--- config.mk ---
export PLATFORM = sky130hd
export DESIGN_NAME = tcr_front
export DESIGN_NICKNAME = d
export VERILOG_FILES = /design/src/rtl/assert_macros.svh /design/src/rtl/tcr_pkg.sv /design/src/rtl/tcr_front.sv
export SDC_FILE = /design/constraint.sdc
export NUM_CORES = 2
export LEC_CHECK = 0
export BUFFER_PORTS_ARGS = -buffer_cell sky130_fd_sc_hd__buf_2
export CAP_MARGIN = 0
export CORE_AREA = 5 5 323 325
export CTS_CLUSTER_DIAMETER = 80
export DETAILED_ROUTE_END_ITERATION = 8
export DIE_AREA = 0 0 328 330
export PLACE_DENSITY = 0.81
export SLEW_MARGIN = 20
export SYNTH_ARGS = -nofsm -noshare
export SYNTH_HDL_FRONTEND = slang
export SYNTH_SLANG_ARGS = --single-unit
--- constraint.sdc ---
create_clock -name clk -period 24.3 [get_ports clk]
set_input_delay 2.43 -clock clk [delete_from_list [all_inputs] [get_ports clk]]
set_output_delay 2.43 -clock clk [all_outputs]
set_load 0.005 [all_outputs]
--- src/rtl/assert_macros.svh ---
// ----------------------------------------------------------------------------
// assertion macros
// shared concurrent assertion forms for the rasterizer
// ----------------------------------------------------------------------------
`ifndef ASSERT_MACROS_SVH
`define ASSERT_MACROS_SVH

// same-cycle implication
`define TCR_ASSERT_SAME(lbl, ck, rn, ante, cons, msg) \
  lbl: assert property (@(posedge ck) disable iff (!rn) (ante) |-> (cons)) else $error(msg);

// next-cycle implication
`define TCR_ASSERT_NEXT(lbl, ck, rn, ante, cons, msg) \
  lbl: assert property (@(posedge ck) disable iff (!rn) (ante) |=> (cons)) else $error(msg);

`endif

--- src/rtl/tcr_pkg.sv ---
// ----------------------------------------------------------------------------
// tcr_pkg
// types and constants shared by the coverage rasterizer modules
// ----------------------------------------------------------------------------
package tcr_pkg;

  typedef enum logic [1:0] {
    ACT_CLEAR  = 2'd0,
    ACT_TRI    = 2'd1,
    ACT_FINISH = 2'd2
  } act_t;

  typedef enum logic [2:0] {
    CFG_ORIGIN_U   = 3'd0,
    CFG_ORIGIN_V   = 3'd1,
    CFG_SCALE      = 3'd2,
    CFG_ACT_WIDTH  = 3'd3,
    CFG_ACT_HEIGHT = 3'd4
  } cfg_idx_t;

  localparam logic [31:0] SCALE_RESET = 32'd67043328;
  localparam logic [10:0] ACT_SIZE_RESET = 11'd1024;

  typedef struct packed {
    logic [2:0] vld;
    logic [2:0] left;
  } edge_ctl_t;

  typedef struct packed {
    logic full;
    logic empty;
  } q_stat_t;

  typedef enum logic [2:0] {
    F_IDLE,
    F_MAP,
    F_AREA,
    F_CLASS,
    F_PUSH
  } front_state_t;

  typedef enum logic [3:0] {
    B_CLEAR,
    B_IDLE,
    B_EDGE_START,
    B_EDGE_ROW,
    B_EDGE_STEP,
    B_EDGE_END,
    B_SPAN_RD,
    B_SPAN_LD,
    B_FILL,
    B_CNT,
    B_CNT_DRAIN,
    B_DIV,
    B_OUT
  } back_state_t;

endpackage

--- src/rtl/tcr_front.sv ---
// ----------------------------------------------------------------------------
// tcr_front
// accepts items, maps vertices to pixels, classifies and queues commands
// ----------------------------------------------------------------------------
module tcr_front import tcr_pkg::*; #(
  parameter int GRID_SIZE = 1024,
  localparam int CW = $clog2(GRID_SIZE)
) (
  input  logic                   clk,
  input  logic                   rst_n,
  input  logic                   init_done,
  input  logic                   in_tvalid,
  output logic                   in_tready,
  input  logic [191:0]           in_tdata,
  input  logic [1:0]             in_tuser,
  input  logic [31:0]            origin_u,
  input  logic [31:0]            origin_v,
  input  logic [31:0]            pixel_scale,
  input  logic                   q_full,
  output logic                   push,
  output act_t                   cmd_kind,
  output edge_ctl_t              cmd_edge,
  output logic [2:0][CW-1:0]     cmd_px,
  output logic [2:0][CW-1:0]     cmd_py,
  output logic [CW-1:0]          cmd_ymin,
  output logic [CW-1:0]          cmd_ymax
);

  front_state_t state_r, state_nxt;
  logic [31:0] coord_r [6];
  logic [CW-1:0] pix_r [6];
  logic [2:0] k_r;
  logic [1:0] ph_r;
  act_t kind_r;
  logic signed [32:0] d_r;
  logic pos_r;
  logic [47:0] prod_hi_r, prod_lo_r;
  logic signed [2*CW+1:0] ar1_r, ar2_r;
  logic [CW-1:0] ymin_r, ymax_r;
  edge_ctl_t edge_r;

  logic accept;
  logic [31:0] coord_sel, org_sel;
  logic signed [32:0] d;
  logic [48:0] sum;
  logic [32:0] v;
  logic [CW-1:0] pixv;
  logic [CW-1:0] px [3];
  logic [CW-1:0] py [3];
  logic signed [CW:0] ex1, ey1, ex2, ey2;
  logic signed [2*CW+2:0] area;
  logic [CW-1:0] ymin, ymax;
  logic ccw;

  assign accept = in_tvalid && in_tready;

  always_comb begin
    for (int i = 0; i < 3; i++) begin
      px[i] = pix_r[2*i];
      py[i] = pix_r[2*i+1];
    end
  end

  // vertex mapping datapath
  assign coord_sel = coord_r[k_r];
  assign org_sel   = k_r[0] ? origin_v : origin_u;
  assign d   = $signed({coord_sel[31], coord_sel}) - $signed({org_sel[31], org_sel});
  assign sum = {1'b0, prod_hi_r} + 49'(prod_lo_r[47:16]);
  assign v   = sum[48:16];
  always_comb begin
    if (!pos_r) begin
      pixv = '0;
    end else if (v > 33'(GRID_SIZE - 1)) begin
      pixv = CW'(GRID_SIZE - 1);
    end else begin
      pixv = v[CW-1:0];
    end
  end

  // winding and row range
  assign ex1 = $signed({1'b0, px[1]}) - $signed({1'b0, px[0]});
  assign ey1 = $signed({1'b0, py[1]}) - $signed({1'b0, py[0]});
  assign ex2 = $signed({1'b0, px[2]}) - $signed({1'b0, px[0]});
  assign ey2 = $signed({1'b0, py[2]}) - $signed({1'b0, py[0]});
  assign area = $signed({ar1_r[2*CW+1], ar1_r}) - $signed({ar2_r[2*CW+1], ar2_r});
  assign ccw = area[2*CW+2];

  always_comb begin
    ymin = py[0];
    ymax = py[0];
    for (int i = 1; i < 3; i++) begin
      if (py[i] < ymin) ymin = py[i];
      if (py[i] > ymax) ymax = py[i];
    end
  end

  always_comb begin
    state_nxt = state_r;
    in_tready = 1'b0;
    push = 1'b0;
    case (state_r)
      F_IDLE: begin
        in_tready = init_done;
        if (accept) begin
          if (in_tuser == ACT_TRI) begin
            state_nxt = F_MAP;
          end else if (in_tuser == ACT_CLEAR || in_tuser == ACT_FINISH) begin
            state_nxt = F_PUSH;
          end
        end
      end
      F_MAP: begin
        if (ph_r == 2'd2 && k_r == 3'd5) state_nxt = F_AREA;
      end
      F_AREA:  state_nxt = F_CLASS;
      F_CLASS: state_nxt = (ymin_r == ymax_r) ? F_IDLE : F_PUSH;
      F_PUSH: begin
        push = !q_full;
        if (!q_full) state_nxt = F_IDLE;
      end
      default: state_nxt = F_IDLE;
    endcase
  end

  always_ff @(posedge clk) begin
    if (!rst_n) begin
      state_r <= F_IDLE;
    end else begin
      state_r <= state_nxt;
    end
  end

  always_ff @(posedge clk) begin
    case (state_r)
      F_IDLE: begin
        if (accept) begin
          for (int i = 0; i < 6; i++) coord_r[i] <= in_tdata[32*i +: 32];
          k_r <= '0;
          ph_r <= '0;
          case (in_tuser)
            ACT_CLEAR: kind_r <= ACT_CLEAR;
            ACT_TRI:   kind_r <= ACT_TRI;
            default:   kind_r <= ACT_FINISH;
          endcase
        end
      end
      F_MAP: begin
        case (ph_r)
          2'd0: begin
            d_r <= d;
            ph_r <= 2'd1;
          end
          2'd1: begin
            pos_r <= !d_r[32] && (d_r != '0);
            prod_hi_r <= 48'(d_r[31:16]) * 48'(pixel_scale);
            prod_lo_r <= 48'(d_r[15:0]) * 48'(pixel_scale);
            ph_r <= 2'd2;
          end
          default: begin
            pix_r[k_r] <= pixv;
            k_r <= k_r + 3'd1;
            ph_r <= 2'd0;
          end
        endcase
      end
      F_AREA: begin
        ar1_r <= ex1 * ey2;
        ar2_r <= ex2 * ey1;
        ymin_r <= ymin;
        ymax_r <= ymax;
      end
      F_CLASS: begin
        for (int i = 0; i < 3; i++) begin
          edge_r.vld[i]  <= py[i] != py[(i + 1) % 3];
          edge_r.left[i] <= (py[(i + 1) % 3] < py[i]) ^ ccw;
        end
      end
      default: ;
    endcase
  end

  assign cmd_kind = kind_r;
  assign cmd_edge = edge_r;
  assign cmd_ymin = ymin_r;
  assign cmd_ymax = ymax_r;
  always_comb begin
    for (int i = 0; i < 3; i++) begin
      cmd_px[i] = px[i];
      cmd_py[i] = py[i];
    end
  end

endmodule

== Word level (Yosys, flattened, before mapping) ==
Memories as Yosys holds them, arrays and structs flattened. A register that Yosys moved wholly into a read port is not among the register bits.
Index checks and enable logic that the tools add are counted.

* Logic and storage cells: 104
* Memories kept: 2
* Bits in writable memories: 252
* Register bits: 210
* Input bits: 295
* Output and inout bits: 90

{| class="wikitable"
|+ Memories
! name !! words !! bits a word !! rd ports !! clocked after Yosys merged registers in !! wr ports !! RTL line !! text
|-
| coord_r || 6 || 32 || 1 || 1 || 6 || tcr_front.sv:30 || <nowiki>logic [31:0] coord_r [6];</nowiki>
|-
| pix_r || 6 || 10 || 6 || 0 || 1 || tcr_front.sv:31 || <nowiki>logic [CW-1:0] pix_r [6];</nowiki>
|}

* Mux-type cells: 30
* Equality and inequality tests: 18
* Reduce and logical (&&, ||, !) cells: 18
* Bitwise logic cells: 3
* Add/sub/neg operators: 8
* Order comparisons: 7
* $mul: 4

{| class="wikitable"
|+ Operator list
! cell !! count
|-
| 16-bit by 32-bit multiplier with 48-bit output || 2
|-
| 10-bit two-way mux || 6
|-
| 48-bit by 32-bit adder with 49-bit output || 1
|-
| 11-bit by 11-bit multiplier with 22-bit output || 2
|-
| 10-bit by 10-bit subtractor with 11-bit output || 4
|-
| 10-bit < comparator || 4
|-
| 33-bit by 10-bit greater-than comparator with 1-bit output, second input constant || 1
|-
| 33-bit nonzero test || 1
|-
| 32-bit by 32-bit subtractor with 33-bit output || 1
|-
| 32-bit two-way mux || 1
|-
| 10-bit != test || 3
|-
| 3-bit two-way mux || 9
|-
| 22-bit by 22-bit subtractor with 23-bit output || 1
|-
| 10-bit greater-than comparator || 2
|-
| 3-bit one-hot mux with 5 select lines || 1
|-
| 2-bit one-hot mux with 2 select lines || 3
|-
| 10-bit == test || 1
|-
| 1-bit two-way mux || 8
|-
| 2-bit != test, second input constant || 4
|-
| 2-bit AND reduction || 4
|-
| 3-bit by 2-bit == test with 1-bit output, second input constant || 2
|-
| 3-bit == test, second input constant || 2
|-
| 3-bit one-hot mux with 2 select lines || 1
|-
| 2-bit by 1-bit == test with 1-bit output, second input constant || 2
|-
| other kinds (15) || 22
|}

== Logic depth before layout (Yosys ltp) ==
* Depth after elaboration: 6
* Gate-level depth with buffers: 32
* Mapped depth without buffers: 31

== Worst setup path after synthesis ==
OpenSTA, ideal clock, no wires.

* Path kind: in2reg
* Start point: input init_done
* End point: memory pix_r[0][0] (netlist bit) (enable)
* Stages: 7
* Required time: 23.910 ns
* Path slack: 15.591 ns
* Data arrival time: 8.319 ns
* Buffers on the path: 0
* Library setup time: 0.390 ns
* Cells stage by stage: nor4b_1 > nand2_1 > inv_1 > a21oi_1 > inv_1 > nand2_1 > nor3_1

{| class="wikitable"
|+ RTL lines
! element !! RTL line !! text
|-
| start: declaration || tcr_front.sv:11 || <nowiki>input logic init_done,</nowiki>
|-
| end: declaration || tcr_front.sv:31 ||
|}

== Final worst setup path ==
* Start point: input pixel_scale[10]
* End point: register prod_hi_r[46], data pin

* Cells in the longest elaborated chain, start to end: 1

{| class="wikitable"
|+ RTL lines
! element !! RTL line !! text
|-
| start: declaration || tcr_front.sv:18 || <nowiki>input logic [31:0] pixel_scale,</nowiki>
|-
| 16-bit by 32-bit multiplier with 48-bit output || tcr_front.sv:155 || <nowiki>prod_hi_r <= 48'(d_r[31:16]) * 48'(pixel_scale);</nowiki>
|-
| end signal: assignment || tcr_front.sv:155 ||
|-
| end: declaration || tcr_front.sv:37 || <nowiki>logic [47:0] prod_hi_r, prod_lo_r;</nowiki>
|}

Every way passes these cells.
A chain may end at the register's enable or synchronous reset.

==> summary.md <==
The required time of the worst setup path is 24.68 ns, and the total power consumption of the routed design is 6750 uW. In the routed design, unresolved DRC markers number 0. The die boundary width was 328 um.

The worst setup path is launched from an input port. Reg2reg setup slack: 15.99 ns. For the global-route wire length before repair, the log shows 261 mm. The number of endpoints with negative hold slack in the final report is 0, and the final routed wirelength across all metal layers is 162 mm. The tools report the clock tree root driver cell as sky130_fd_sc_hd__clkbuf_16. Row generation in the floorplan step produced 117 rows.

Net count of the finished layout: 8,300. Most used flip-flop cell after synthesis: sky130_fd_sc_hd__edfxtp_1. The tools report the capture instance of the worst register-to-register path as ar1_r[20]. The final worst clock skew was 0.0431 ns. Dominant cell type by count on the critical path: sky130_fd_sc_hd__fa_1. By count the netlist is led by sky130_fd_sc_hd__inv_1 (1,228), sky130_fd_sc_hd__fa_1 (1,074), sky130_fd_sc_hd__nand2_1 (897). On the worst path, the slowest cell contributes a delay of 0.58 ns. The worst hold path belongs to the class register to register. After legalization and detailed placement, the total HPWL measured 125 mm. The logs give 45,559 for the number of vias after detailed routing and 17 for the number of antenna violations at the first check in global routing. For the critical path arrival, the log shows 9.43 ns. In the final layout, the multi-input gates occupy 43,300 um^2. CTS built an H-tree with a depth of 2. The tree built by TritonCTS fans out to 449 sinks. The power density over cell area was 100 nW/um^2; the area taken by flip-flops and latches was 13,400 um^2. The tools report the initial core utilization as 61.6%. The most frequent cell after synthesis is sky130_fd_sc_hd__inv_1. The type of element capturing the critical path was a register.

The count of cells along the worst hold path was 1. The synthesized netlist occupies a cell area of 62,300 um^2. For the pin with the worst max-slew slack, the measured transition is 1.11 ns.

Clock-pin slew was measured on the worst setup and hold paths at 0.06 ns. On the critical path, the stage with the largest delay is an instance of sky130_fd_sc_hd__fa_1. The via density per instance was 5.79. IR analysis of the VDD net gives a maximum drop of 0.136 mV. After synthesis the netlist holds a flip-flop and latch count of 449.

The total number of yosys warnings is 0, and the summed negative setup slack over all endpoints is 0 ns. Dividing the final minimum period by the clock period gives 37.2%. Synthesis produced a netlist with a net count of 8,067. The critical path contains buffers and inverters numbering 6 combined. In this run the critical register-to-register path is launched from pix_r[1][1].

The weighted congestion at the end of routability-driven global placement is 0.919. The run gives 21.5% as the share of synthesized area occupied by flip-flops and latches. Counting along the longest clock path gives a buffer depth of 3. In this run the tool buffered the top-level ports with 384 buffer cells. The run finished with clean final reports.

Broken down by cell family, the worst path's largest delay share belongs to adder cells. TritonCTS built the clock tree. Setup violations remaining at the end of the flow were counted as 0.

The fraction of final layout cells with drive strength greater than 1 was 9.28%. The first detailed-routing pass took 6 iterations. The logs give 51 for the number of clock buffers inserted by TritonCTS and 66.4% for the end-of-flow core utilization. The core region is 101,000 um^2.

The area growth from synthesis to layout works out to 7.82%. The path with the worst hold slack has its endpoint at pos_r. The overall die area was 108,000 um^2. Headroom to the max-slew limit came out at 25.7%. The count of flip-flops with a built-in enable after synthesis was 443; the total count of max-transition violations in the final report was 0.

Setup repair after global routing left no endpoint under its margin. The largest fanout of any net on the critical path is 32. For this design the top-level I/O count stands at 385. The number of hold buffers added after CTS was 0. In this run, post-CTS repair resized a total of 0 instances.

The top cell type by area accounts for 34.5% of the synthesized area. The worst register-to-register path has a depth of 28. The number of global-route vias before repair came out at 50,197. In the final routed layout, each cell accounts on average for 20.5 um.

The floorplan step set the die height to 330 um. The origin of the worst min-delay path was d_r[32]. The run gives 7,619 as the total of fill cells in the finished design. The proportion of register bits with asynchronous set or reset after synthesis is 0%.

Static timing analysis puts the maximum clock frequency at 111 MHz. A synthesized cell averages 10.0 um^2. Summed over all instances, the cell type with the most area after synthesis is sky130_fd_sc_hd__fa_1. The count of nets left with antenna violations once routing finished came out at 0. In this run, the number of DRC markers left after iteration 0 of detailed routing was 3,444. In the synthesized netlist, the number of instances is 6,212. The post-CTS setup buffer count came out at 0.

Global routing finished with a remaining overflow of 0. In the global route stage, overall resource usage came out at 30.6%. The largest net degree at the start of global routing came out at 123.

Sorting the synthesized cells by area gives the leading types as sky130_fd_sc_hd__fa_1 (35%), sky130_fd_sc_hd__edfxtp_1 (21%), sky130_fd_sc_hd__ha_1 (9.8%). The max-capacitance violation count was 0. Clock latency on the worst-skew pair, taken at its later pin, is 0.64 ns. The category of the critical setup timing path is input port to register.

Synthesis instantiated 78 different standard cells from the library. For this design the static power due to leakage is 0.0314 uW. After layout, the minimum clock period comes to 9.05 ns.
[flip-flops by register name, indices dropped and copies added (netlist names), named ones only]
register   count
ar1_r         22
ar2_r         22
cmd_edge       6
cmd_kind       2
cmd_ymax      10
cmd_ymin      10
coord_r      192
d_r           33
k_r            3
ph_r           2
pix_r         60
pos_r          1
prod_hi_r     48
prod_lo_r     32
state_r        3
[cells by family after synthesis]
group,synth area share (%)
adder cells (fa/ha/maj),44.3
XOR/XNOR,2.88
multiplexers,2.97
buffers and inverters,8.97
AND/OR/NAND/NOR,13.6
flip-flops,21.5
AO/OA/AOI/OAI,5.75
[layout by cell type (no fill, tap or decap), types with 13 or more instances in the layout]
cell type	n
sky130_fd_sc_hd__a211oi_1	13
sky130_fd_sc_hd__a21boi_0	14
sky130_fd_sc_hd__a21o_1	81
sky130_fd_sc_hd__a21oi_1	187
sky130_fd_sc_hd__and2_1	381
sky130_fd_sc_hd__buf_2	384
sky130_fd_sc_hd__buf_4	53
sky130_fd_sc_hd__clkbuf_16	51
sky130_fd_sc_hd__diode_2	18
sky130_fd_sc_hd__edfxtp_1	443
sky130_fd_sc_hd__fa_1	1074
sky130_fd_sc_hd__ha_1	486
sky130_fd_sc_hd__inv_1	1227
sky130_fd_sc_hd__mux2i_1	103
sky130_fd_sc_hd__mux4_2	32
sky130_fd_sc_hd__nand2_1	897
sky130_fd_sc_hd__nand2b_1	44
sky130_fd_sc_hd__nand3_1	35
sky130_fd_sc_hd__nand4_1	37
sky130_fd_sc_hd__nor2_1	265
sky130_fd_sc_hd__nor2b_1	51
sky130_fd_sc_hd__nor3_1	34
sky130_fd_sc_hd__nor4_1	14
sky130_fd_sc_hd__o21a_1	40
sky130_fd_sc_hd__o21ai_0	94
sky130_fd_sc_hd__o21bai_1	18
sky130_fd_sc_hd__xnor2_1	134
sky130_fd_sc_hd__xor2_1	70
[where the power goes]
part           switching [uW]  internal, uW
logic                    2860          1940
registers                16.7          1130
clock network             341           456
[metrics by stage]
step                hold slack [ns]  cell area [um^2]  instances  setup slack, ns
floorplan                     0.505             62300       6212            15.59
global placement              0.586             65400       7760            14.77
detailed placement            0.594             65400       7760            14.61
CTS                           0.630             67100       7854            15.27
global route                  0.653             67200       7869            14.87
finish                        0.635             67200       7872            15.25
[cell type report]
| cell class | count | area share, % |
|---|---|---|
| multi-input cells | 4278 | 64.5 |
| flip-flops and latches | 449 | 20.0 |
| inverters | 1228 | 6.87 |
| repair buffers | 437 | 3.45 |
| well taps | 1368 | 2.55 |
| clock buffers | 57 | 1.93 |
| clock inverters | 37 | 0.641 |
| diodes | 18 | 0.0671 |
[routing by layer]
metal	global-route usage (%)	up-vias	wire length [um]
li1	-	19861	-
met1	36.5	22833	57600
met2	52.6	2261	80000
met3	7.36	600	15100
met4	14.6	4	8840
met5	0	-	21
[worst register-to-register path, delay by kind of cell, from the launching register on]
family,cells,cell delay (ns)
AO/OA/AOI/OAI,14,3.28
XOR/XNOR,1,0.09
adder cells (fa/ha/maj),7,3.16
buffers and inverters,3,0.28
flip-flops,1,0.52
AND/OR/NAND/NOR,3,0.74
[worst max path at each step]
stage,start,slack [ns],cells after the start,end
4_1_cts,pixel_scale[10],15.27,25,prod_hi_r[46]
2_1_floorplan,init_done,15.59,7,pix_r[0][0]
5_1_grt,pixel_scale[10],14.87,25,prod_hi_r[46]
6_report,pixel_scale[10],15.25,25,prod_hi_r[46]
3_5_place_dp,pixel_scale[10],14.61,25,prod_hi_r[46]
3_3_place_gp,pixel_scale[10],14.77,25,prod_hi_r[46]
Note: power is estimated with default switching activity, not from simulation.
