## config.mk

```make
export PLATFORM = sky130hd
export DESIGN_NAME = tcr_queue
export DESIGN_NICKNAME = d
export VERILOG_FILES = /design/src/rtl/assert_macros.svh /design/src/rtl/tcr_pkg.sv /design/src/rtl/tcr_queue.sv
export SDC_FILE = /design/constraint.sdc
export NUM_CORES = 1
export LEC_CHECK = 0
export BUFFER_PORTS_ARGS = -buffer_cell sky130_fd_sc_hd__buf_2
export CAP_MARGIN = 20
export CORE_MARGIN = 2
export CORE_UTILIZATION = 52
export CTS_CLUSTER_DIAMETER = 80
export DETAILED_ROUTE_END_ITERATION = 6
export MAX_ROUTING_LAYER = met4
export PLACE_DENSITY_LB_ADDON = 0.08
export SKIP_CTS_REPAIR_TIMING = 1
export SYNTH_ARGS = -nofsm -noshare
export SYNTH_HDL_FRONTEND = slang
export SYNTH_SLANG_ARGS = --single-unit
```

## constraint.sdc

```tcl
create_clock -name clk -period 7.2 [get_ports clk]
set_input_delay 1.08 -clock clk [delete_from_list [all_inputs] [get_ports clk]]
set_output_delay 1.08 -clock clk [all_outputs]
set_load 0.01 [all_outputs]
```

## src/rtl/assert_macros.svh

```systemverilog
// ----------------------------------------------------------------------------
// assertion macros
// shared concurrent assertion forms for the rasterizer
// ----------------------------------------------------------------------------
`ifndef ASSERT_MACROS_SVH
`define ASSERT_MACROS_SVH

// same-cycle implication
`define TCR_ASSERT_SAME(lbl, ck, rn, ante, cons, msg) \
  lbl: assert property (@(posedge ck) disable iff (!rn) (ante) |-> (cons)) else $error(msg);

// next-cycle implication
`define TCR_ASSERT_NEXT(lbl, ck, rn, ante, cons, msg) \
  lbl: assert property (@(posedge ck) disable iff (!rn) (ante) |=> (cons)) else $error(msg);

`endif

```

## src/rtl/tcr_pkg.sv

```systemverilog
// ----------------------------------------------------------------------------
// tcr_pkg
// types and constants shared by the coverage rasterizer modules
// ----------------------------------------------------------------------------
package tcr_pkg;

  typedef enum logic [1:0] {
    ACT_CLEAR  = 2'd0,
    ACT_TRI    = 2'd1,
    ACT_FINISH = 2'd2
  } act_t;

  typedef enum logic [2:0] {
    CFG_ORIGIN_U   = 3'd0,
    CFG_ORIGIN_V   = 3'd1,
    CFG_SCALE      = 3'd2,
    CFG_ACT_WIDTH  = 3'd3,
    CFG_ACT_HEIGHT = 3'd4
  } cfg_idx_t;

  localparam logic [31:0] SCALE_RESET = 32'd67043328;
  localparam logic [10:0] ACT_SIZE_RESET = 11'd1024;

  typedef struct packed {
    logic [2:0] vld;
    logic [2:0] left;
  } edge_ctl_t;

  typedef struct packed {
    logic full;
    logic empty;
  } q_stat_t;

  typedef enum logic [2:0] {
    F_IDLE,
    F_MAP,
    F_AREA,
    F_CLASS,
    F_PUSH
  } front_state_t;

  typedef enum logic [3:0] {
    B_CLEAR,
    B_IDLE,
    B_EDGE_START,
    B_EDGE_ROW,
    B_EDGE_STEP,
    B_EDGE_END,
    B_SPAN_RD,
    B_SPAN_LD,
    B_FILL,
    B_CNT,
    B_CNT_DRAIN,
    B_DIV,
    B_OUT
  } back_state_t;

endpackage

```

## src/rtl/tcr_queue.sv

```systemverilog
// ----------------------------------------------------------------------------
// tcr_queue
// two-entry command queue between front and back
// ----------------------------------------------------------------------------
module tcr_queue import tcr_pkg::*; #(
  parameter int W = 88
) (
  input  logic         clk,
  input  logic         rst_n,
  input  logic         push,
  input  logic [W-1:0] wdata,
  input  logic         pop,
  output logic [W-1:0] rdata,
  output q_stat_t      stat
);

  logic [W-1:0] mem_r [2];
  logic wp_r, rp_r;
  logic [1:0] cnt_r;

  assign rdata = mem_r[rp_r];
  assign stat.full  = cnt_r == 2'd2;
  assign stat.empty = cnt_r == 2'd0;

  always_ff @(posedge clk) begin
    if (!rst_n) begin
      wp_r <= 1'b0;
      rp_r <= 1'b0;
      cnt_r <= 2'd0;
    end else begin
      if (push) wp_r <= !wp_r;
      if (pop) rp_r <= !rp_r;
      cnt_r <= cnt_r + 2'(push) - 2'(pop);
    end
  end

  always_ff @(posedge clk) begin
    if (push) mem_r[wp_r] <= wdata;
  end

endmodule

```

# Word-level counts from Yosys, hierarchy flattened
# Memory sizes are Yosys's and may differ from the RTL's. A register that Yosys moved wholly into a read port is not among the register bits.
# Cells that the tools add are included.
# op_classes
reduce_logical	3
eq_ne	1
n_addsub	2
mux	4
# ops
operator	n
$mux 1	4
$add 2x1->2	1
$eq 2x2->1 const B	1
$logic_not 1->1	2
$logic_not 2->1	1
$sub 2x1->2	1
# totals
ramBits	176
memories	1
register_bits	4
output_inout_bits	90
input_bits	92
word_cells	14
# memory_table
name	depth	width	read_ports	rd_clocked_by_memory_dff	wr	line_no	source
mem_r	2	88	1	1	1	tcr_queue.sv:17	logic [W-1:0] mem_r [2];

# Logic depth before layout (Yosys ltp)
# Gate-level depths: netlist of the first run.
# logic_depth
ltp_word	3
mapped_depth	6
ltp_nobuf	6

# Worst setup path before layout of the first run
# OpenSTA, ideal clock, no wires.
# synth_timing
kind	input -> register
start	in push
end	mem mem_r[0][0], enable pin
arrival_ns	4.951
path_buffers	0
required_time_ns	6.654
setup_slack_ns	1.703
setup_time_ns	0.546
stages	1
path_cell_list	nor2b_1
# synth_via
elab_chain_len	2
# synth_lines
element	line_no	source
start, declared	tcr_queue.sv:10	input logic push,
$mux 1	tcr_queue.sv:38	if (push) mem_r[wp_r] <= wdata;
$mux 1 (implied by the code)	tcr_queue.sv:38	
end, declared	tcr_queue.sv:17	
# Every way passes these cells.

==> qor.yml, run 1 <==
outcome:
  status: "finished clean"
power_and_ir_drop:
  p_per_area_nw_per_um2: 287
  p_leak_nw: 3.20
  ir_drop_v: 0.000185
routing:
  antenna_left: 0
  vias: 3308
  wl_microns: 11300
  vias_per_cell: 4.91
  drt_pass1_iterations: 4
  drt-wirelength-per-cell_microns: 16.7
  drc: 0
  drt_iter0_markers: 212
sta:
  rsz0062_at_grt: "no"
  timing.clock.skew_ns: 0.00797
  worst_slack_ns: 3.68
  period_needed_ns: 3.52
  slew_violations: 0
  final-hold-violation-count: 0
  relSlewSlack_pct: 33.9
  max_freq_mhz: 284
  finalSetupViolCount: 0
  tightestPinTransition_ns: 0.991
  finalCritPeriodShare_pct: 48.8
  tns_ns: 0
yosys:
  yosysMostFrequentCell: "edfxtp_1"
  ys_ff_latch: 181
  netlist_instances: 295
  synth_cell_type_count: 14
  synth_area_leaders: "edfxtp_1, mux2_2, mux2_4, dfxtp_1, buf_6"
  yosys-top-cells-count: "edfxtp_1, mux2_2, mux2_4"
  synth_seq_area_share_pct: 81.0
  synth_edf_count: 176
  synthArstFlopShare_pct: 0
  synth_warnings: 0
  synthesis.area_sq_um: 6650
  synth_nets: 389
  synth.avg_cell_area_sq_um: 22.5
  yosys.area.top_type: "edfxtp_1"
  synth_top_area_share_pct: 79.5
  ys.flop_type: "edfxtp_1"
finish:
  fin_area_sq_um: 8340
  post-route-util_pct: 66.4
  area_growth_pct: 25.5
  drive_gt1_share_pct: 61.1
  layout.nets: 582
critical_path:
  crit_path_end_kind: "output port"
  r2r_setup_slack_ns: 5.12
  path_max_fanout: 45
  critPathArrivalTime_ns: 2.44
  path_class: "flip-flop to output port"
  required_ns: 6.12
  startpoint_type: "flip-flop"
floorplanning:
  core_sq_um: 12600
  start_util_pct: 52.9
  rows: 41
  ios: 182
  die_y_microns: 117
  die_area_sq_um: 13700
  die_w_microns: 117
cts:
  root_buffer: "clkbuf_16"
  insertion_delay_ns: 0.42
  cts.sinks: 181
  clockBufferDepth: 2
  cts_buffers: 17
  cts.htree.levels: 4
  clk_pin_slew_ns: 0.06
  cts_tree: "done"
placed_design:
  gp_congestion: 0.709
  io_buffer_count: 181
  place_area_sq_um: 7730
  dp_hpwl_microns: 7230
  dp_slack_ns: 4.08
global_route:
  grt_usage_pct: 17.2
  grt_overflow: 0
  grt_first_pass_wirelength_microns: 16200
  grt_max_degree: 73
  grt_pass1_vias: 3329
  antenna_found_initial: 1
hold_path:
  hp-class: "flip-flop to flip-flop"
run:
  maxCapViolCount: 0
## state kept, by name, indices dropped and copies added (netlist names), named ones only
name and flops:
wp_r 1, mem_r 176, rp_r 1, cnt_r 2
## layout make-up
type,instances,area [sq um]
Clock inverter,8,96.3
Clock buffer,24,512
Multi-Input combinational cell,102,1190
Fill cell,892,4220
Sequential cell,181,5390
Timing Repair Buffer,184,928
Tap cell,172,215
Antenna cell,1,2.50
Inverter,2,7.51
## routing by layer
metal / track usage [%] / wire length [microns]
met5: - / 0
met1: 19.6 / 4660
met3: 6.33 / 866
met2: 27.0 / 5510
met4: 8.16 / 214
## critical path, cell delays in order, from the launching register on
cell and delay, ns:
dfxtp_4 0.75, buf_4 0.67, mux2_2 0.42, buf_2 0.14
## metrics by stage
step	total power (W)	cells	hold WS, ns
after detailed placement	0.00150	641	0.563
final	0.00240	674	0.583
after global routing	0.00249	674	0.630
after global placement	0.00150	641	0.565
after CTS	0.00243	673	0.586
after floorplan	0.00141	295	0.555
## kinds of logic after synthesis
kind of cell	count (synthesis)	synth area share, %
buffers and inverters	12	1.24
xor gates and xnor gates	2	0.470
and+or+nand+nor	9	0.809
DFF	181	81.0
AOI/OAI and AO/OA	1	0.113
muxes	88	16.0
adders and majority gates	2	0.376
## report_power, final
group | internal, W | switching (W)
registers | 0.00122 | 0.0000229
logic | 0.000121 | 0.000115
clock network | 0.000565 | 0.000354
total | 0.00190 | 0.000492
## cells in the final DEF (no fill, tap or decap), drive strengths merged
cell type  instances
nor2b              4
clkbuf            24
and2               4
bufinv             2
nor2               1
xnor3              1
ha                 2
inv                2
mux2              88
clkinvlp           1
xor2               1
buf              184
clkinv             5
edfxtp           176
o21a               1
dfxtp              5
diode              1
## final timing paths
path                           from                      to  depth (start not counted)
hold / removal    rp_r$_SDFFE_PN0P_               flip-flop                          2
setup / recovery          flip-flop               rdata[20]                          3
setup reg to reg  wp_r$_SDFFE_PN0P_  mem_r[0][37]$_DFFE_PP_                          2
hold reg to reg   rp_r$_SDFFE_PN0P_               flip-flop                          2
Note: power is estimated with default switching activity, not from simulation.
==> run 2, diff against run 1 <==
==> constraint.sdc (replaced) <==
create_clock -name clk -period 3.38 [get_ports clk]
set_input_delay 0.507 -clock clk [delete_from_list [all_inputs] [get_ports clk]]
set_output_delay 0.507 -clock clk [all_outputs]
set_load 0.01 [all_outputs]
==> run 2 against run 1 <==
Net effect:
- sequential share of layout area increased by 0.20 points
- worst hold slack got worse by 0.31 ns
- combinational power increased by 120%
- via count increased by 0.91%
- largest cell class unchanged
- critical path depth unchanged
- wire length decreased by 0.90%
- highest routed layer unchanged
- global-route usage decreased by 0.34 points
- die area unchanged
==> qor.yml, run 2 (same netlist as run 1, synthesis figures left out) <==
hold_path:
  hp-class: "input port to flip-flop"  # was flip-flop to flip-flop
floorplanning:
  rows: 41  # unchanged
  core_sq_um: 12600  # unchanged
  die_w_microns: 117  # unchanged
  die_area_sq_um: 13700  # unchanged
  start_util_pct: 52.9  # unchanged
  ios: 182  # unchanged
  die_y_microns: 117  # unchanged
sta:
  max_freq_mhz: 423
  slew_violations: 0  # unchanged
  period_needed_ns: 2.37
  relSlewSlack_pct: 54.3  # was 33.9%
  finalSetupViolCount: 0  # unchanged
  tns_ns: 0  # unchanged
  tightestPinTransition_ns: 0.685  # was 0.991 ns
  worst_slack_ns: 1.01  # was 3.68 ns
  rsz0062_at_grt: "no"  # unchanged
  timing.clock.skew_ns: 0.00393  # was 0.00797 ns
  finalCritPeriodShare_pct: 70.0
  final-hold-violation-count: 0  # unchanged
routing:
  drt-wirelength-per-cell_microns: 16.5  # was 16.7 microns
  vias_per_cell: 4.94  # was 4.91
  wl_microns: 11200  # was 11300 microns
  drc: 0  # unchanged
  drt_pass1_iterations: 4  # unchanged
  antenna_left: 0  # unchanged
  vias: 3338  # was 3308
  drt_iter0_markers: 161  # was 212
cts:
  root_buffer: "clkbuf_16"  # unchanged
  cts_buffers: 17  # unchanged
  cts.sinks: 181  # unchanged
  clockBufferDepth: 2  # unchanged
  cts.htree.levels: 4  # unchanged
  clk_pin_slew_ns: 0.06  # about the same
  insertion_delay_ns: 0.41  # was 0.42 ns
  cts_tree: "done"  # unchanged
global_route:
  grt_usage_pct: 16.8  # was 17.2%
  grt_use_met2_pct: 26.4  # was 27.0%
  antenna_found_initial: 1  # unchanged
  grt_busiest_layer: "met2"  # unchanged
  grt_overflow: 0  # unchanged
  use_met3_pct: 5.87  # was 6.33%
  grt_pass1_vias: 3311  # was 3329
  met1_usage_pct: 19.6  # about the same
  grt_first_pass_wirelength_microns: 16000  # was 16200 microns
  grt_max_degree: 53  # was 73
critical_path:
  critPathArrivalTime_ns: 1.86  # was 2.44 ns
  path_max_fanout: 51  # was 45
  crit_chain: "buf_12, mux2_2, buf_2"  # was buf_4, mux2_2, buf_2
  cpMaxStageDelayCell: "dfxtp_4"  # unchanged
  crit_path_end_kind: "output port"  # unchanged
  required_ns: 2.87  # was 6.12 ns
  critPathMaxStageDelay_ns: 0.55  # was 0.75 ns
  path_class: "flip-flop to output port"  # unchanged
  startpoint_type: "flip-flop"  # unchanged
finish:
  final_cell_mix: "buf_2, edfxtp_1, mux2_2"  # unchanged
  area_growth_pct: 25.1  # was 25.5%
  layout.nets: 584  # was 582
  top_register: "mem_r"  # unchanged
  largest_reg_flops: 176  # unchanged
  final_cells: 676  # was 674
  fin_area_sq_um: 8320  # was 8340 sq um
  top_regs: "mem_r x176, cnt_r x2"  # unchanged
  fill_cells: 919  # was 892
  layout_commonest_cell: "buf_2"  # unchanged
  drive_gt1_share_pct: 60.8  # was 61.1%
placed_design:
  dp_hpwl_microns: 7240  # was 7230 microns
  place_inst: 643  # was 641
  dp_slack_ns: 1.41  # was 4.08 ns
  io_buffer_count: 181  # unchanged
  gp_congestion: 0.700  # was 0.709
  place_area_sq_um: 7770  # was 7730 sq um
power_and_ir_drop:
  p_int_w: 0.00386  # was 0.00190 W
  power_switching_share_pct: 21.5  # was 20.5%
  p_clk_share_pct: 35.9  # was 38.4%
  power_frac_comb_pct: 10.6  # was 9.8%
  pwr-share-seq_pct: 53.6  # was 51.8%
  p_per_area_nw_per_um2: 591  # was 287 nW/um^2
  p_leak_nw: 3.17  # was 3.20 nW
  ir_drop_v: 0.000383  # was 0.000185 V
  power.switching_w: 0.00106  # was 0.000492 W
run:
  maxCapViolCount: 0  # unchanged
outcome:
  status: "finished clean"  # unchanged
[run 2: path summary, 6_finish.rpt]
| kind | endpoint | slack, ns | cells after the start | startpoint |
|---|---|---|---|---|
| max | rdata[60] | 1.01 | 3 | flip-flop |
| min | mem_r[1][54]$_DFFE_PP_ | 0.28 | 1 | wdata[54] |
| max reg2reg | mem_r[1][60]$_DFFE_PP_ | 1.71 | 2 | wp_r$_SDFFE_PN0P_ |
| min reg2reg | flip-flop | 0.56 | 2 | rp_r$_SDFFE_PN0P_ |
[run 2: routing by layer]
metal	vias to the layer above	routed length (microns)	part of all wire (%)
met4	0	159	1.4
li1	1556	-	-
met1	1640	4610	41
met5	-	0	0
met2	130	5550	50
met3	12	836	7.5
[run 2: power groups by stage]
stage | Sequential [W] | Clock, W | Combinational [W]
2_1_floorplan | 0.00267 | 0 | 0.000321
4_1_cts | 0.00264 | 0.00181 | 0.000531
6_report | 0.00263 | 0.00176 | 0.000519
3_3_place_gp | 0.00268 | 0 | 0.000521
3_5_place_dp | 0.00268 | 0 | 0.000529
5_1_grt | 0.00265 | 0.00189 | 0.000569
[run 2: worst max-delay path, delay by kind of cell, from the launching register on]
| family | cells | cell delay (ns) |
|---|---|---|
| multiplexers | 1 | 0.41 |
| buffers and inverters | 2 | 0.49 |
| flip-flops | 1 | 0.55 |
[run 2: cell type report]
| cell class | instances | area [sq um] | area share [%] |
|---|---|---|---|
| inverter | 2 | 7.51 | 0.0903 |
| antenna | 1 | 2.50 | 0.0301 |
| clock buffer | 17 | 425 | 5.11 |
| tap | 172 | 215 | 2.59 |
| timing repair buffer | 186 | 968 | 11.6 |
| sequential | 181 | 5390 | 64.8 |
| clock inverter | 15 | 116 | 1.40 |
| multi-input combinational | 102 | 1190 | 14.4 |
[run 2: stage by stage]
step / power [W] / hold WS [ns] / utilization [%]
finish: 0.00492 / 0.278 / 66.2
global placement: 0.00320 / 0.556 / 61.9
detailed placement: 0.00321 / 0.554 / 61.9
global route: 0.00511 / 0.260 / 66.2
floorplan: 0.00299 / 0.555 / -
CTS: 0.00497 / 0.254 / 66.2
==> run 3, diff against run 2 <==
==> constraint.sdc (replaced) <==
create_clock -name clk -period 2.4 [get_ports clk]
set_input_delay 0.36 -clock clk [delete_from_list [all_inputs] [get_ports clk]]
set_output_delay 0.36 -clock clk [all_outputs]
set_load 0.01 [all_outputs]
==> run 3 against run 2 <==
Net effect:
- final area shrank 0.11%
- largest cell class unchanged
- worst setup slack lost 0.58 ns
- register-to-register slack lost 0.80 ns
- critical endpoint is now rdata[11]
- highest routed layer unchanged
- sequential share of layout area grew 0.068 points
- count of clock-buffer cells in the layout grew 4
- via count shrank 0.90%
- global-route usage is essentially flat
- clock skew grew 0.0015 ns
- clock power grew 34%
==> qor.yml, run 3 (same netlist as run 1, synthesis figures left out) <==
cts:
  cts.htree.levels: 4  # unchanged
  clockBufferDepth: 2  # unchanged
  insertion_delay_ns: 0.41  # about the same
  clk_pin_slew_ns: 0.06  # about the same
  cts.sinks: 181  # unchanged
  cts_buffers: 17  # unchanged
  cts_tree: "done"  # unchanged
  root_buffer: "clkbuf_16"  # unchanged
sta:
  relSlewSlack_pct: 62.4  # was 54.3%
  tightestPinTransition_ns: 0.564  # was 0.685 ns
  rsz0062_at_grt: "no"  # unchanged
  timing.clock.skew_ns: 0.00538  # was 0.00393 ns
  worst_slack_ns: 0.432  # was 1.01 ns
  final-hold-violation-count: 0  # unchanged
  finalCritPeriodShare_pct: 82.0
  max_freq_mhz: 508
  tns_ns: 0  # unchanged
  period_needed_ns: 1.97
  finalSetupViolCount: 0  # unchanged
  slew_violations: 0  # unchanged
global_route:
  grt_pass1_vias: 3320  # was 3311
  grt_overflow: 0  # unchanged
  grt_usage_pct: 16.8  # about the same
  antenna_found_initial: 0  # was 1
  grt_first_pass_wirelength_microns: 16200  # was 16000 microns
  grt_max_degree: 49  # was 53
routing:
  vias: 3308  # was 3338
  drc: 0  # unchanged
  drt-wirelength-per-cell_microns: 16.5  # about the same
  vias_per_cell: 4.89  # was 4.94
  drt_pass1_iterations: 4  # unchanged
  wl_microns: 11200  # about the same
  antenna_left: 0  # unchanged
  drt_iter0_markers: 238  # was 161
floorplanning:
  rows: 41  # unchanged
  die_y_microns: 117  # unchanged
  ios: 182  # unchanged
  core_sq_um: 12600  # unchanged
  start_util_pct: 52.9  # unchanged
  die_w_microns: 117  # unchanged
  die_area_sq_um: 13700  # unchanged
finish:
  fin_area_sq_um: 8310  # was 8320 sq um
  top_register: "mem_r"  # unchanged
  drive_gt1_share_pct: 60.7  # was 60.8%
  antenna_cells: 0  # was 1
  post-route-util_pct: 66.1  # was 66.2%
  final_cell_mix: "buf_2, edfxtp_1, mux2_2"  # unchanged
  layout.nets: 585  # was 584
  layout_commonest_cell: "buf_2"  # unchanged
  fill_cells: 908  # was 919
  top_regs: "mem_r x176, cnt_r x2"  # unchanged
  area_growth_pct: 24.9  # was 25.1%
  largest_reg_flops: 176  # unchanged
  final_cells: 676  # unchanged
outcome:
  status: "finished clean"  # unchanged
placed_design:
  place_area_sq_um: 7810  # was 7770 sq um
  io_buffer_count: 181  # unchanged
  dp_slack_ns: 0.786  # was 1.41 ns
  gp_congestion: 0.727  # was 0.700
  dp_hpwl_microns: 7340  # was 7240 microns
  place_inst: 644  # was 643
critical_path:
  r2r_setup_slack_ns: 0.91  # was 1.71 ns
  required_ns: 2.04  # was 2.87 ns
  path_max_fanout: 48  # was 51
  crit_path_end_kind: "output port"  # unchanged
  startpoint_type: "flip-flop"  # unchanged
  path_class: "flip-flop to output port"  # unchanged
  critPathArrivalTime_ns: 1.61  # was 1.86 ns
hold_path:
  hp-class: "input port to flip-flop"  # unchanged
run:
  maxCapViolCount: 0  # unchanged
power_and_ir_drop:
  p_leak_nw: 3.17  # about the same
  ir_drop_v: 0.000600  # was 0.000383 V
  p_per_area_nw_per_um2: 819  # was 591 nW/um^2
-- run 3: cell count changes in the layout (fill, tap and decap cells not counted) --
cell / delta
clkbuf_1: +4
clkinv_1: -3
clkinv_2: +4
diode_2: -1
clkinvlp_4: -2
buf_12: +2
bufinv_16: -1
clkinv_4: -2
buf_4: -1
-- run 3: final timing paths --
kind / startpoint / to / depth (start not counted)
max: flip-flop / rdata[11] / 3
min reg2reg: rp_r$_SDFFE_PN0P_ / flip-flop / 2
min: wdata[23] / mem_r[1][23]$_DFFE_PP_ / 1
max reg2reg: wp_r$_SDFFE_PN0P_ / mem_r[1][51]$_DFFE_PP_ / 2
-- run 3: critical path, stage by stage, from the launching register on --
cell	delay, ns
dfxtp_4	0.37
buf_12	0.26
mux2_2	0.38
buf_2	0.14
-- run 3: stage by stage --
stage	hold WS (ns)	power, W
finish	0.131	0.00681
global route	0.112	0.00707
global placement	0.547	0.00451
CTS	0.111	0.00689
floorplan	0.459	0.00421
detailed placement	0.551	0.00453
-- run 3: cell type report --
type                            instances  area, sq um  share of cell area [%]
Inverter                                2         7.51                  0.0903
Clock buffer                           21          440                    5.30
Timing Repair Buffer                  187         1000                    12.0
Sequential cell                       181         5390                    64.9
Tap cell                              172          215                    2.59
Clock inverter                         11         62.6                   0.753
Multi-Input combinational cell        102         1190                    14.4
-- run 3: routing by layer --
layer / share of wire [%] / global-route usage (%) / wire length (microns) / vias up
met2: 51 / 27.3 / 5740 / 116
met5: 0 / - / 0 / -
met4: 1.4 / 7.06 / 157 / 0
met3: 7.1 / 5.41 / 796 / 12
met1: 40 / 19.5 / 4480 / 1616
li1: - / - / - / 1564
-- run 3: where the power goes --
part	internal (W)	switching (W)
Combinational	0.000382	0.000374
Sequential	0.00365	0.0000422
Clock	0.00131	0.00105
